===== config.mk =====
export PLATFORM = sky130hd
export DESIGN_NAME = esf_ctrl
export DESIGN_NICKNAME = d
export VERILOG_FILES = /design/src/rtl/esf_pkg.sv /design/src/rtl/esf_ctrl.sv
export SDC_FILE = /design/constraint.sdc
export NUM_CORES = 1
export LEC_CHECK = 0
export BUFFER_PORTS_ARGS = -buffer_cell sky130_fd_sc_hd__buf_2
export CAP_MARGIN = 20
export CORE_MARGIN = 2
export CORE_UTILIZATION = 30
export CTS_CLUSTER_SIZE = 40
export DETAILED_ROUTE_END_ITERATION = 10
export PLACE_DENSITY = 0.48
export SYNTH_ARGS = -nofsm -noshare
export SYNTH_HDL_FRONTEND = slang
export SYNTH_SLANG_ARGS = --single-unit
export TNS_END_PERCENT = 20

===== constraint.sdc =====
create_clock -name clk_i -period 1.8 [get_ports clk_i]
set_input_delay 0.36 -clock clk_i [delete_from_list [all_inputs] [get_ports clk_i]]
set_output_delay 0.36 -clock clk_i [all_outputs]
set_load 0.01 [all_outputs]

===== src/rtl/esf_pkg.sv =====
// Package: shared types, constants and hash function for the elastic sketch.
`default_nettype none
package esf_pkg;

  localparam int unsigned HeavyBucketsDef  = 1024;
  localparam int unsigned LightCountersDef = 65536;
  localparam int unsigned SlotsPerBucketDef = 8;

  localparam logic [30:0] CountMax  = 31'h7FFF_FFFF;
  localparam logic [7:0]  LightMax  = 8'd255;
  localparam logic [2:0]  RatioRst  = 3'd3;
  localparam logic        KindInsert = 1'b0;
  localparam logic        KindQuery  = 1'b1;
  localparam logic [0:0]  RegRatio   = 1'b0;

  typedef struct packed {
    logic        kind;
    logic [31:0] flow_key;
  } esf_in_t;

  typedef struct packed {
    logic [31:0] frequency;
    logic        light_saturated;
    logic [31:0] saturation_count;
  } esf_out_t;

  // Hash stage selector: mixing is split into short steps, one multiply each.
  typedef enum logic [2:0] {
    HashK1  = 3'd0,
    HashK2  = 3'd1,
    HashH1  = 3'd2,
    HashF1  = 3'd3,
    HashF2  = 3'd4
  } esf_hstep_e;

  function automatic logic [31:0] esf_rotl(input logic [31:0] x, input int unsigned r);
    esf_rotl = (x << r) | (x >> (32 - r));
  endfunction

  // One multiply per step; step selects which part of MurmurHash3 runs.
  function automatic logic [31:0] esf_hash_step(input esf_hstep_e st, input logic [31:0] v,
                                                input logic [31:0] seed);
    logic [31:0] t;
    t = '0;
    unique case (st)
      HashK1: t = v * 32'hcc9e2d51;
      HashK2: t = esf_rotl(v, 15) * 32'h1b873593;
      HashH1: t = (esf_rotl(seed ^ v, 13) * 32'd5 + 32'he6546b64) ^ 32'd4;
      HashF1: t = (v ^ (v >> 16)) * 32'h85ebca6b;
      HashF2: t = (v ^ (v >> 13)) * 32'hc2b2ae35;
      default: t = v;
    endcase
    esf_hash_step = t;
  endfunction

  typedef enum logic [14:0] {
    StIdle   = 15'b000000000000001,
    StHash   = 15'b000000000000010,
    StClear  = 15'b000000000000100,
    StRdLt   = 15'b000000000001000,
    StRdLtW  = 15'b000000000010000,
    StScan   = 15'b000000000100000,
    StScanW  = 15'b000000001000000,
    StVote   = 15'b000000010000000,
    StVoteW  = 15'b000000100000000,
    StDecide = 15'b000001000000000,
    StEvHash = 15'b000010000000000,
    StLtRd   = 15'b000100000000000,
    StLtRdW  = 15'b001000000000000,
    StLtWr   = 15'b010000000000000,
    StDone   = 15'b100000000000000
  } esf_state_e;

  // Controller to datapath commands.
  typedef struct packed {
    logic       clr_step;    // write zero at clear address, advance
    logic       load;        // capture input beat
    logic       hash_go;     // advance hash engine one step
    logic [1:0] hash_sel;    // 0 heavy key, 1 light key, 2 evicted key
    logic       lt_rd;       // issue light read
    logic       slot_rd;     // issue slot read
    logic       slot_acc;    // fold slot data into scan
    logic       vote_rd;     // issue vote read
    logic       decide;      // apply heavy update
    logic       lt_wr;       // apply light update
    logic       emit;        // drive result beat
  } esf_cmd_t;

  typedef struct packed {
    logic clr_done;
    logic hash_done;
    logic slot_last;
    logic hit;          // match found in bucket
    logic need_light;   // insert sends something to light part
    logic evict;        // evicted key needs a light index
  } esf_sts_t;

endpackage
`default_nettype wire


===== src/rtl/esf_ctrl.sv =====
// Controller: sequences clear, hash, scan, heavy update and light update.
`default_nettype none
module esf_ctrl (
  input  wire logic              clk_i,
  input  wire logic              rst_ni,
  input  wire logic              start_i,
  input  wire esf_pkg::esf_sts_t sts_i,
  output logic                   busy_o,
  output esf_pkg::esf_cmd_t      cmd_o
);
  import esf_pkg::*;

  esf_state_e state_q, state_d;
  logic [1:0] sel_q, sel_d;

  always_ff @(posedge clk_i or negedge rst_ni) begin
    if (!rst_ni) begin
      state_q <= StClear;
      sel_q   <= 2'd0;
    end else begin
      state_q <= state_d;
      sel_q   <= sel_d;
    end
  end

  always_comb begin
    state_d = state_q;
    sel_d   = sel_q;
    cmd_o   = '0;
    cmd_o.hash_sel = sel_q;
    unique case (state_q)
      StClear: begin
        cmd_o.clr_step = 1'b1;
        if (sts_i.clr_done) state_d = StIdle;
      end
      StIdle: begin
        if (start_i) begin
          cmd_o.load = 1'b1;
          sel_d      = 2'd1;
          state_d    = StHash;
        end
      end
      StHash: begin
        cmd_o.hash_go = 1'b1;
        if (sts_i.hash_done) begin
          cmd_o.hash_go = 1'b0;
          unique case (sel_q)
            2'd1: begin
              sel_d   = 2'd0;
              state_d = StRdLt;
            end
            2'd0:    state_d = StScan;
            default: state_d = StLtRd;
          endcase
        end
      end
      StRdLt: begin
        cmd_o.lt_rd = 1'b1;
        state_d     = StRdLtW;
      end
      StRdLtW: state_d = StHash;
      StScan: begin
        cmd_o.slot_rd = 1'b1;
        state_d       = StScanW;
      end
      StScanW: begin
        cmd_o.slot_acc = 1'b1;
        state_d = sts_i.slot_last ? StVote : StScan;
      end
      StVote: begin
        cmd_o.vote_rd = 1'b1;
        state_d       = StVoteW;
      end
      StVoteW: state_d = StDecide;
      StDecide: begin
        cmd_o.decide = 1'b1;
        state_d      = StEvHash;
      end
      StEvHash: begin
        if (!sts_i.need_light) begin
          state_d = StDone;
        end else if (sts_i.evict) begin
          sel_d   = 2'd2;
          state_d = StHash;
        end else begin
          state_d = StLtRd;
        end
      end
      StLtRd: begin
        cmd_o.lt_rd = 1'b1;
        state_d     = StLtRdW;
      end
      StLtRdW: state_d = StLtWr;
      StLtWr: begin
        cmd_o.lt_wr = 1'b1;
        state_d     = StDone;
      end
      StDone: begin
        cmd_o.emit = 1'b1;
        state_d    = StIdle;
      end
      default: state_d = StIdle;
    endcase
  end

  assign busy_o = state_q != StIdle;

endmodule
`default_nettype wire


---- Word level (Yosys, flattened, before mapping) ----
Cells that the tools add are included.
storage, ports and cells
  register bits ........................... 17
  bits in latches ......................... 0
  RAM bits ................................ 0
  ROM bits ................................ 0
  input bits .............................. 9
  logic and storage cells ................. 56
  memories ................................ 0
operators by class
  add/subtract/negate cells ............... 0
  $mul .................................... 0
  div/mod/pow operators ................... 0
  magnitude comparators ................... 0
  equal/unequal tests ..................... 23
  shift operators ......................... 0
  muxes and demuxes ....................... 26
  bitwise logic cells ..................... 0
  reduce and logical (&&, ||, !) cells .... 5
operators by type and width
  operator                count
  $pmux W15 S14           1
  $mux W15                4
  $pmux W12 S2            1
  $eq A15 B1 Y1 const B   1
  $eq A15 B10 Y1 const B  1
  $eq A15 B11 Y1 const B  1
  $eq A15 B12 Y1 const B  1
  $eq A15 B13 Y1 const B  1
  $eq A15 B14 Y1 const B  1
  $eq A15 B15 Y1 const B  1
  $eq A15 B2 Y1 const B   1
  $eq A15 B3 Y1 const B   1
  $eq A15 B4 Y1 const B   1
  $eq A15 B5 Y1 const B   1
  $eq A15 B6 Y1 const B   1
  $eq A15 B7 Y1 const B   1
  $eq A15 B8 Y1 const B   1
  $eq A15 B9 Y1 const B   1
  $ne A15 B1 Y1 const B   1
  $mux W1                 12
  $mux W12                1
  $ne A2 B2 Y1 const B    6
  $mux W2                 5
  $mux W8                 1
  7 further kinds         7

---- Longest topological paths before layout ----
Gate-level depths: netlist of the first run.
  word-level depth ........................ 4
  gate-level depth with buffers ........... 6
  gate-level depth less buffers ........... 5

---- Least setup slack after synthesis of the first run ----
OpenSTA, ideal clock, no wires.
  kind .................................... register to output
  from .................................... register state_q[8]
  to ...................................... output cmd_o[0] in the netlist's numbering
  arrival time ............................ 1755 ps
  required time ........................... 1440 ps
  slack ................................... -315 ps
  stages on the path, launching flop included .. 5
  buffers on the path ..................... 1
  cells stage by stage .................... dfrtp_1 > or4_1 > buf_6 > or2_4 > nor4_1
RTL lines
  item                    RTL line        RTL
  from (decl)             esf_ctrl.sv:13  esf_state_e state_q, state_d;
  from (signal assigned)  esf_ctrl.sv:18  state_q <= StClear;
  from (signal assigned)  esf_ctrl.sv:21  state_q <= state_d;
  to (decl)               esf_ctrl.sv:9   output esf_pkg::esf_cmd_t cmd_o

==> results.sh, run 1 <==
export IMPL_outcome="complete, but fails checks"
export IMPL_violations="negative setup slack"
export IMPL_slew_headroom_pct=73.5
export IMPL_maxCapViolCount=0
export IMPL_yosys_register_bits=17
export IMPL_grt_pass1_wl_mm=5.97
export IMPL_tritoncts="done"
export IMPL_gp_congestion=0.790
export IMPL_tns_ns=-6.61
export IMPL_finalClockSkew_ns=0.00679
export IMPL_root_buffer="clkbuf_8"
export IMPL_cts_buffer_depth=2
export IMPL_clkTransAtPathRegs_ns=0.08
export IMPL_crit_buf_inv=2
export IMPL_p_total_mw=2.15
export IMPL_postSynthAreaPerCell_um2=9.24
export IMPL_crit_chain="or4_4 > buf_6 > nor4_4 > and2_4 > buf_6"
export IMPL_worstSetupStartpointType="flop"
export IMPL_place_hpwl_mm=2.82
export IMPL_synth_edf_count=0
export IMPL_synthCells=122
export IMPL_worstSetupEndpointType="primary output"
export IMPL_synthDistinctLibCells=41
export IMPL_async_reset_ff_share_pct=100
export IMPL_cp_arrival_ns=1.95
export IMPL_die_y_um=65.3
export IMPL_path_common_cell="buf_6"
export IMPL_slew_viol_final=0
export IMPL_hold_viol=0
export IMPL_core_area_um2=3630
export IMPL_pre_cts_ws_ns=-0.308
export IMPL_ios=22
export IMPL_drt_iter0_markers=34
export IMPL_die_w_um=65.3
export IMPL_cts_sinks=17
export IMPL_vias=1220
export IMPL_io_buffers=20
export IMPL_vdd_drop_max_v=0.000674
export IMPL_cp_num_cells=5
export IMPL_grt_ovfl_total=0
export IMPL_drc=0
export IMPL_rr_worst_depth=7
export IMPL_drt_first_pass_iters=4
export IMPL_wl_per_cell_um=14.6
export IMPL_netlist_area_um2=1130
export IMPL_rows=22
export IMPL_fin_crit_ns=2.31
export IMPL_nets=203
export IMPL_regToRegSetupSlack_ns=-0.30
export IMPL_first_global_vias=1282
export IMPL_power_density_nw_per_um2=1150
export IMPL_antenna_found_initial=0
export IMPL_worst_slack_ns=-0.506
export IMPL_critPathMaxStageDelay_ns=0.58
export IMPL_crit_type="flop to primary output"
export IMPL_syn_nets=131
export IMPL_cts_hold_buf=0
export IMPL_finalWirelength_mm=3.52
export IMPL_worst_pin_slew_ns=0.394
export IMPL_drtAntennaViolNets=0
export IMPL_crit_fanout=4
export IMPL_h_tree_depth=1
export IMPL_grt_max_degree=18
export IMPL_start_util_pct=31.0
export IMPL_n_antenna_cell=0
export IMPL_slowest_stage="or4_4"
export IMPL_die_area_um2=4260
export IMPL_grt_total_usage_pct=18.4
export IMPL_holdCritPathClass="input port to asynchronous set/reset pin"
export IMPL_clk_latency_ns=0.26
export IMPL_whs_ns=0.0148
export IMPL_r2r_start="state_q[6]"
export IMPL_via_per_inst=5.06
export IMPL_timing_rr_end="sel_q[1]"
export IMPL_critPathRequiredTime_ns=1.44
export IMPL_period_share_pct=128
export IMPL_ys_warn_count=0
export IMPL_layout_drive_gt1_share_pct=54.4
export IMPL_setup_viol=20
export IMPL_rsz0062_at_grt="yes"
export IMPL_p_leak_nw=0.923
export IMPL_max_freq_mhz=434
export IMPL_synthFlopType="dfrtp_1"
export IMPL_area_delta_synth_final_pct=65.0
export IMPL_cts_buffers_inserted=3
export IMPL_ys_seq_area_share_pct=37.8
export IMPL_cpLargestDelayFamily="simple AND/OR/NAND/NOR gates"
==> sequential cells by signal (all words and copies together), names as in the netlist <==
signal	cells
state_q	15
sel_q	2
==> power breakdown <==
part	internal, mW	leakage [nW]	total, mW	switching [mW]
Combinational	0.745	0.674	1.36	0.617
Sequential	0.432	0.227	0.481	0.0495
Clock	0.156	0.0217	0.305	0.149
==> layer usage <==
layer  up-vias  global-route usage, %  wire, um
li1        600                      -         -
met1       590                   22.2      1520
met2        24                   33.3      1770
met3         6                   2.23       152
met4         0                   7.03        72
met5         -                      0         0
==> synth_stat cells, types with 2 or more instances <==
cell type	count	area, um2
nor3_1	9	45.0
xnor2_1	2	17.5
o21ai_0	4	20.0
a21oi_1	3	15.0
xor2_1	2	17.5
and2_1	2	12.5
nor2_1	12	45.0
buf_2	2	10.0
and3_1	3	18.8
and4b_1	5	50.1
or4b_2	3	30.0
or4_1	3	22.5
nand2_1	9	33.8
nand4b_1	2	17.5
inv_1	5	18.8
nor4_2	2	25.0
dfrtp_1	16	400
nor3b_1	3	22.5
nand2b_1	4	25.0
nor4_1	7	43.8
nor4_4	2	42.5
clkbuf_1	3	11.3
==> layout by cell type, fill, tap and decap left out, drive strengths merged, types with 2 or more instances in the layout <==
cell type,Yosys,final
or4b,3,3
o21ai,4,4
nand4b,2,2
nand2b,4,4
nor3,9,9
xor2,2,2
buf,3,73
clkbuf,3,3
or4,4,4
dfrtp,16,16
and3,3,3
nor2,12,12
nor3b,3,3
or2,2,2
a21oi,3,3
nor4,11,11
and4b,5,5
inv,5,5
nand2,9,9
and2,2,2
xnor2,2,2
==> through the flow <==
stage	instances	utilization, %	instance area [um2]
detailed placement	232	45.7	1660
CTS	239	50.2	1830
finish	241	51.2	1860
floorplan	122	-	1190
global route	241	51.2	1860
global placement	232	45.7	1660
==> cell families (layout without fill, tap and decap cells) <==
| family | count (synthesis) | count (layout) | share of synthesized area, % |
|---|---|---|---|
| flip-flops | 17 | 17 | 37.8 |
| AND/OR/NAND/NOR | 73 | 73 | 44.0 |
| buffers and inverters | 11 | 82 | 4.55 |
| AO/OA/AOI/OAI | 17 | 17 | 10.5 |
| XOR/XNOR | 4 | 4 | 3.11 |
==> worst max-delay path by stage <==
stage                      from          to  slack [ns]
floorplan           state_q[10]  state_q[0]       -0.18
global placement     state_q[4]   cmd_o[10]       -0.28
detailed placement  state_q[10]    sel_q[0]       -0.31
CTS                  state_q[6]   cmd_o[10]       -0.50
global route         state_q[6]   cmd_o[10]       -0.58
finish               state_q[6]   cmd_o[10]       -0.51
==> layout make-up <==
type / count / area (um2)
fill: 366 / 1770
multi-input combinational: 94 / 777
sequential: 17 / 427
inverter: 5 / 18.8
clock buffer: 3 / 41.3
tap: 48 / 60.1
timing repair buffer: 73 / 529
clock inverter: 1 / 7.51
==> timing repair <==
item                                    CTS  global route
endpoints found under the setup margin   22            22
cloned                                    0             0
gates resized for setup                  21             5
pin swaps                                11             8
buffers inserted                          3             2
No activity file was read; power rests on OpenSTA's default activity.
==> inputs of run 2 (changes only) <==
--- a/config.mk
+++ b/config.mk
@@ -11,7 +11,7 @@
 export CORE_UTILIZATION = 30
 export CTS_CLUSTER_SIZE = 40
 export DETAILED_ROUTE_END_ITERATION = 10
-export PLACE_DENSITY = 0.48
+export PLACE_DENSITY = 0.47
 export SYNTH_ARGS = -nofsm -noshare
 export SYNTH_HDL_FRONTEND = slang
 export SYNTH_SLANG_ARGS = --single-unit
==> constraint.sdc (replaced) <==
create_clock -name clk_i -period 2.19 [get_ports clk_i]
set_input_delay 0.438 -clock clk_i [delete_from_list [all_inputs] [get_ports clk_i]]
set_output_delay 0.438 -clock clk_i [all_outputs]
set_load 0.01 [all_outputs]
==> run 2 against run 1 <==
The run still ends with negative setup slack left. Core utilization is 3.9 points lower. Clock skew down 0.0041 ns. Register-to-register slack better by 0.41 ns. Global-route usage down 2.0 points. Hold slack improved by 0.084 ns. Setup slack better by 0.33 ns. Clock-buffer cell count is 1 higher. Sequential share of layout area rose by 1.9 points. Design area is 7.6% lower. Critical path depth is 1 lower. Combinational power down 25%. Sequential power is 18% lower. Largest cell class unchanged.
==> results.sh, run 2 (synthesis gave the netlist of run 1 again) <==
export IMPL_outcome="complete, but fails checks"
export IMPL_violations="negative setup slack"
export IMPL_largest_reg_flops=15
export IMPL_area_delta_synth_final_pct=52.5
export IMPL_worst_slack_ns=-0.172
export IMPL_rows=22
export IMPL_place_area_um2=1550
export IMPL_period_share_pct=108
export IMPL_crit_buf_inv=1
export IMPL_n_antenna_cell=0
export IMPL_rsz0062_at_grt="yes"
export IMPL_finalClockSkew_ns=0.00267
export IMPL_die_w_um=65.3
export IMPL_placed_cells=223
export IMPL_critPathRequiredTime_ns=1.75
export IMPL_via_per_inst=5.03
export IMPL_pre_cts_ws_ns=-0.0469
export IMPL_nets=193
export IMPL_maxCapViolCount=0
export IMPL_layout_commonest_cell="buf_4"
export IMPL_critPathMaxStageDelay_ns=0.56
export IMPL_vias=1163
export IMPL_vdd_drop_max_v=0.000456
export IMPL_cpLargestDelayFamily="simple AND/OR/NAND/NOR gates"
export IMPL_clk_latency_ns=0.25
export IMPL_layout_drive_gt1_share_pct=50.8
export IMPL_drtAntennaViolNets=0
export IMPL_slew_headroom_pct=73.9
export IMPL_io_buffers=20
export IMPL_fin_crit_ns=2.36
export IMPL_reg_top3="state_q: 15 flops, sel_q: 2 flops"
export IMPL_grt_ovfl_total=0
export IMPL_worstSetupEndpointType="primary output"
export IMPL_grt_pass1_wl_mm=5.31
export IMPL_core_area_um2=3630
export IMPL_fin_util_pct=47.3
export IMPL_layout_common_cells="41 x buf_4, 20 x buf_2, 16 x dfrtp_1"
export IMPL_h_tree_depth=1
export IMPL_gp_congestion=0.816
export IMPL_final_area_um2=1720
export IMPL_cts_buffers_inserted=3
export IMPL_finalWirelength_mm=3.26
export IMPL_crit_type="flop to primary output"
export IMPL_grt_max_degree=18
export IMPL_grt_total_usage_pct=16.4
export IMPL_top_register="state_q"
export IMPL_holdCritPathClass="input port to asynchronous set/reset pin"
export IMPL_p_leak_nw=0.859
export IMPL_ios=22
export IMPL_setup_viol=10
export IMPL_first_global_vias=1176
export IMPL_place_hpwl_mm=2.53
export IMPL_crit_chain="or4_4 > or2_4 > nor4_4 > buf_2"
export IMPL_cts_hold_buf=0
export IMPL_crit_fanout=4
export IMPL_root_buffer="clkbuf_8"
export IMPL_worst_pin_slew_ns=0.391
export IMPL_worstSetupStartpointType="flop"
export IMPL_cp_arrival_ns=1.92
export IMPL_start_util_pct=31.0
export IMPL_cts_sinks=17
export IMPL_slowest_stage="or4_4"
export IMPL_wl_per_cell_um=14.1
export IMPL_hold_viol=0
export IMPL_slew_viol_final=0
export IMPL_drt_first_pass_iters=4
export IMPL_clkTransAtPathRegs_ns=0.06
export IMPL_drc=0
export IMPL_drt_iter0_markers=14
export IMPL_die_y_um=65.3
export IMPL_antenna_found_initial=0
export IMPL_final_cells=231
export IMPL_cts_buffer_depth=2
export IMPL_max_freq_mhz=423
export IMPL_die_area_um2=4260
export IMPL_power_density_nw_per_um2=959
export IMPL_tritoncts="done"
[run 2: final cells by class]
cell class	count	area (um2)
inverters	5	18.8
fillers	374	1910
repair buffers	63	430
well taps	48	60.1
flip-flops and latches	17	427
multi-input cells	94	738
clock buffers	4	45.0
[run 2: stage by stage]
stage | hold WS (ns) | setup TNS, ns | power, mW
after floorplan | 0.142 | 0 | 0.854
after global placement | 0.386 | -0.0408 | 1.27
after detailed placement | 0.388 | -0.0469 | 1.28
after CTS | 0.117 | -1.16 | 1.61
after global routing | 0.119 | -1.80 | 1.77
final | 0.0990 | -1.09 | 1.65
[run 2: report_power, final]
| part | internal (mW) | switching, mW |
|---|---|---|
| Sequential | 0.355 | 0.0410 |
| Clock | 0.129 | 0.106 |
| Combinational | 0.545 | 0.471 |
[run 2: what timing repair did]
action / 4_1_cts / 5_1_grt
cloned: 0 / 0
gates resized for setup: 10 / 10
setup endpoints to repair: 11 / 13
buffers inserted: 4 / 0
pin swaps: 8 / 1
[run 2: routing by layer]
layer	track usage (%)	routed length [um]	up-vias
met5	0	0	-
met2	29.7	1660	23
met1	20.2	1470	553
li1	-	-	584
met4	4.69	25	0
met3	2.23	107	3
[run 2: worst paths after layout]
path	slack, ns	start	endpoint	depth (start not counted)
min reg2reg	0.62	sel_q[0]	state_q[5]	3
max	-0.17	state_q[0]	cmd_o[1]	4
max reg2reg	0.11	state_q[6]	state_q[0]	8
min	0.1	rst_ni	state_q[8]	1
max in group asynchronous	1.77	rst_ni	state_q[2]	1
min in group clk_i	0.33	sts_i[5]	state_q[2]	2
==> inputs of run 3 (changes only) <==
==> constraint.sdc (replaced) <==
create_clock -name clk_i -period 2.8 [get_ports clk_i]
set_input_delay 0.56 -clock clk_i [delete_from_list [all_inputs] [get_ports clk_i]]
set_output_delay 0.56 -clock clk_i [all_outputs]
set_load 0.01 [all_outputs]
==> run 3 against run 2 <==
The flow now finishes without violations. Largest power group unchanged. Critical path type unchanged. Core utilization down 9.7 points. Final cell count down 16%. Largest cell class unchanged. First-iteration DRC count rose to 3.6 times the previous value.
==> results.sh, run 3 (synthesis gave the netlist of run 1 again) <==
export IMPL_clk_latency_ns=0.26
export IMPL_grt_pass1_wl_mm=4.72
export IMPL_slowest_stage="or4_4"
export IMPL_core_area_um2=3630
export IMPL_crit_start="state_q[8]"
export IMPL_cts_buffers_inserted=3
export IMPL_critPathMaxStageDelay_ns=0.66
export IMPL_via_per_inst=5.48
export IMPL_wl_per_cell_um=15.6
export IMPL_hold_viol=0
export IMPL_crit_chain="or4_4 > nor3_1 > and4b_1 > buf_2"
export IMPL_worst_slack_ns=0.122
export IMPL_area_delta_synth_final_pct=21.1
export IMPL_holdCritPathClass="input port to asynchronous set/reset pin"
export IMPL_n_antenna_cell=0
export IMPL_fin_crit_ns=2.68
export IMPL_root_buffer="clkbuf_8"
export IMPL_vdd_drop_max_v=0.000398
export IMPL_layout_common_cells="20 x buf_2, 16 x dfrtp_1, 12 x nor2_1"
export IMPL_drt_first_pass_iters=5
export IMPL_timing_rr_end="state_q[0]"
export IMPL_start_util_pct=31.0
export IMPL_crit_fanout=10
export IMPL_pre_cts_ws_ns=0.262
export IMPL_vias=1057
export IMPL_critPathRequiredTime_ns=2.24
export IMPL_period_share_pct=95.6
export IMPL_rows=22
export IMPL_worst_pin_slew_ns=0.489
export IMPL_reg_top3="state_q: 15 flops, sel_q: 2 flops"
export IMPL_finalClockSkew_ns=0.00390
export IMPL_layout_commonest_cell="buf_2"
export IMPL_ios=22
export IMPL_final_cells=193
export IMPL_largest_reg_flops=15
export IMPL_slew_viol_final=0
export IMPL_regToRegSetupSlack_ns=0.55
export IMPL_slew_headroom_pct=67.1
export IMPL_grt_ovfl_total=0
export IMPL_num_fill_cells=390
export IMPL_cts_buffer_depth=2
export IMPL_grt_max_degree=18
export IMPL_place_hpwl_mm=2.20
export IMPL_maxCapViolCount=0
export IMPL_layout_drive_gt1_share_pct=30.3
export IMPL_final_area_um2=1370
export IMPL_rr_worst_depth=6
export IMPL_antenna_found_initial=0
export IMPL_placed_cells=189
export IMPL_cp_arrival_ns=2.12
export IMPL_drc=0
export IMPL_power_density_nw_per_um2=754
export IMPL_die_y_um=65.3
export IMPL_setup_viol=0
export IMPL_grt_total_usage_pct=15.1
export IMPL_die_area_um2=4260
export IMPL_finalWirelength_mm=3.00
export IMPL_worstSetupStartpointType="flop"
export IMPL_cts_setup_buffers=0
export IMPL_drtAntennaViolNets=0
export IMPL_r2r_start="state_q[8]"
export IMPL_place_area_um2=1290
export IMPL_top_register="state_q"
export IMPL_tns_ns=0
export IMPL_die_w_um=65.3
export IMPL_cts_sinks=17
export IMPL_crit_type="flop to primary output"
export IMPL_nets=155
export IMPL_clkTransAtPathRegs_ns=0.07
export IMPL_tritoncts="done"
export IMPL_outcome="finished clean"
export IMPL_critPathCapture="cmd_o[4]"
export IMPL_p_total_mw=1.03
export IMPL_drt_iter0_markers=51
export IMPL_h_tree_depth=1
export IMPL_io_buffers=20
export IMPL_max_freq_mhz=373
export IMPL_first_global_vias=974
export IMPL_gp_congestion=0.750
export IMPL_p_leak_nw=0.648
export IMPL_worstSetupEndpointType="primary output"
export IMPL_rsz0062_at_grt="no"
## run 3: cell types whose count changed in the layout (fill, tap and decap cells not counted), sizes merged
| cell | previous run | this run |
|---|---|---|
| buf | 63 | 25 |
## run 3: worst min-delay path by stage
stage / endpoint / cells past startpoint
2_1_floorplan: sel_q[0] / 0
3_3_place_gp: state_q[6] / 1
3_5_place_dp: state_q[8] / 1
4_1_cts: state_q[8] / 1
5_1_grt: state_q[7] / 1
6_report: state_q[7] / 1
## run 3: power breakdown
part / total (mW) / switching (mW) / leakage (nW) / internal, mW
Combinational: 0.505 / 0.279 / 0.398 / 0.226
Clock: 0.191 / 0.0900 / 0.0228 / 0.101
Sequential: 0.334 / 0.0562 / 0.227 / 0.277
## run 3: final cells by class
class	count	area, um2	share of cell area, %
clock buffers	4	45.0	3.30
inverters	5	18.8	1.37
multi-input cells	94	677	49.6
flip-flops and latches	17	427	31.3
well taps	48	60.1	4.40
repair buffers	25	138	10.1
## run 3: routing by layer
layer	vias up	track usage [%]	part of all wire, %
met3	9	2.23	3.9
li1	510	-	-
met5	-	0	0
met2	38	23.1	46
met1	500	20.0	47
met4	0	9.11	2.9
## run 3: metrics by stage
step,hold slack (ns),utilization (%)
2_1_floorplan,0.264,-
3_3_place_gp,0.510,35.6
3_5_place_dp,0.511,35.6
4_1_cts,0.232,37.1
5_1_grt,0.238,37.6
6_report,0.213,37.6
## run 3: worst max-delay path, delay by kind of cell, from the launching register on
family | cells | cell delay [ns]
buf+inv | 1 | 0.15
flops | 1 | 0.45
simple gates | 3 | 1.25
## run 3: what timing repair did
item / in CTS / in global routing
hold buffers: 0 / 0
gates resized for setup: 2 / 3
setup endpoints to repair: 3 / 3
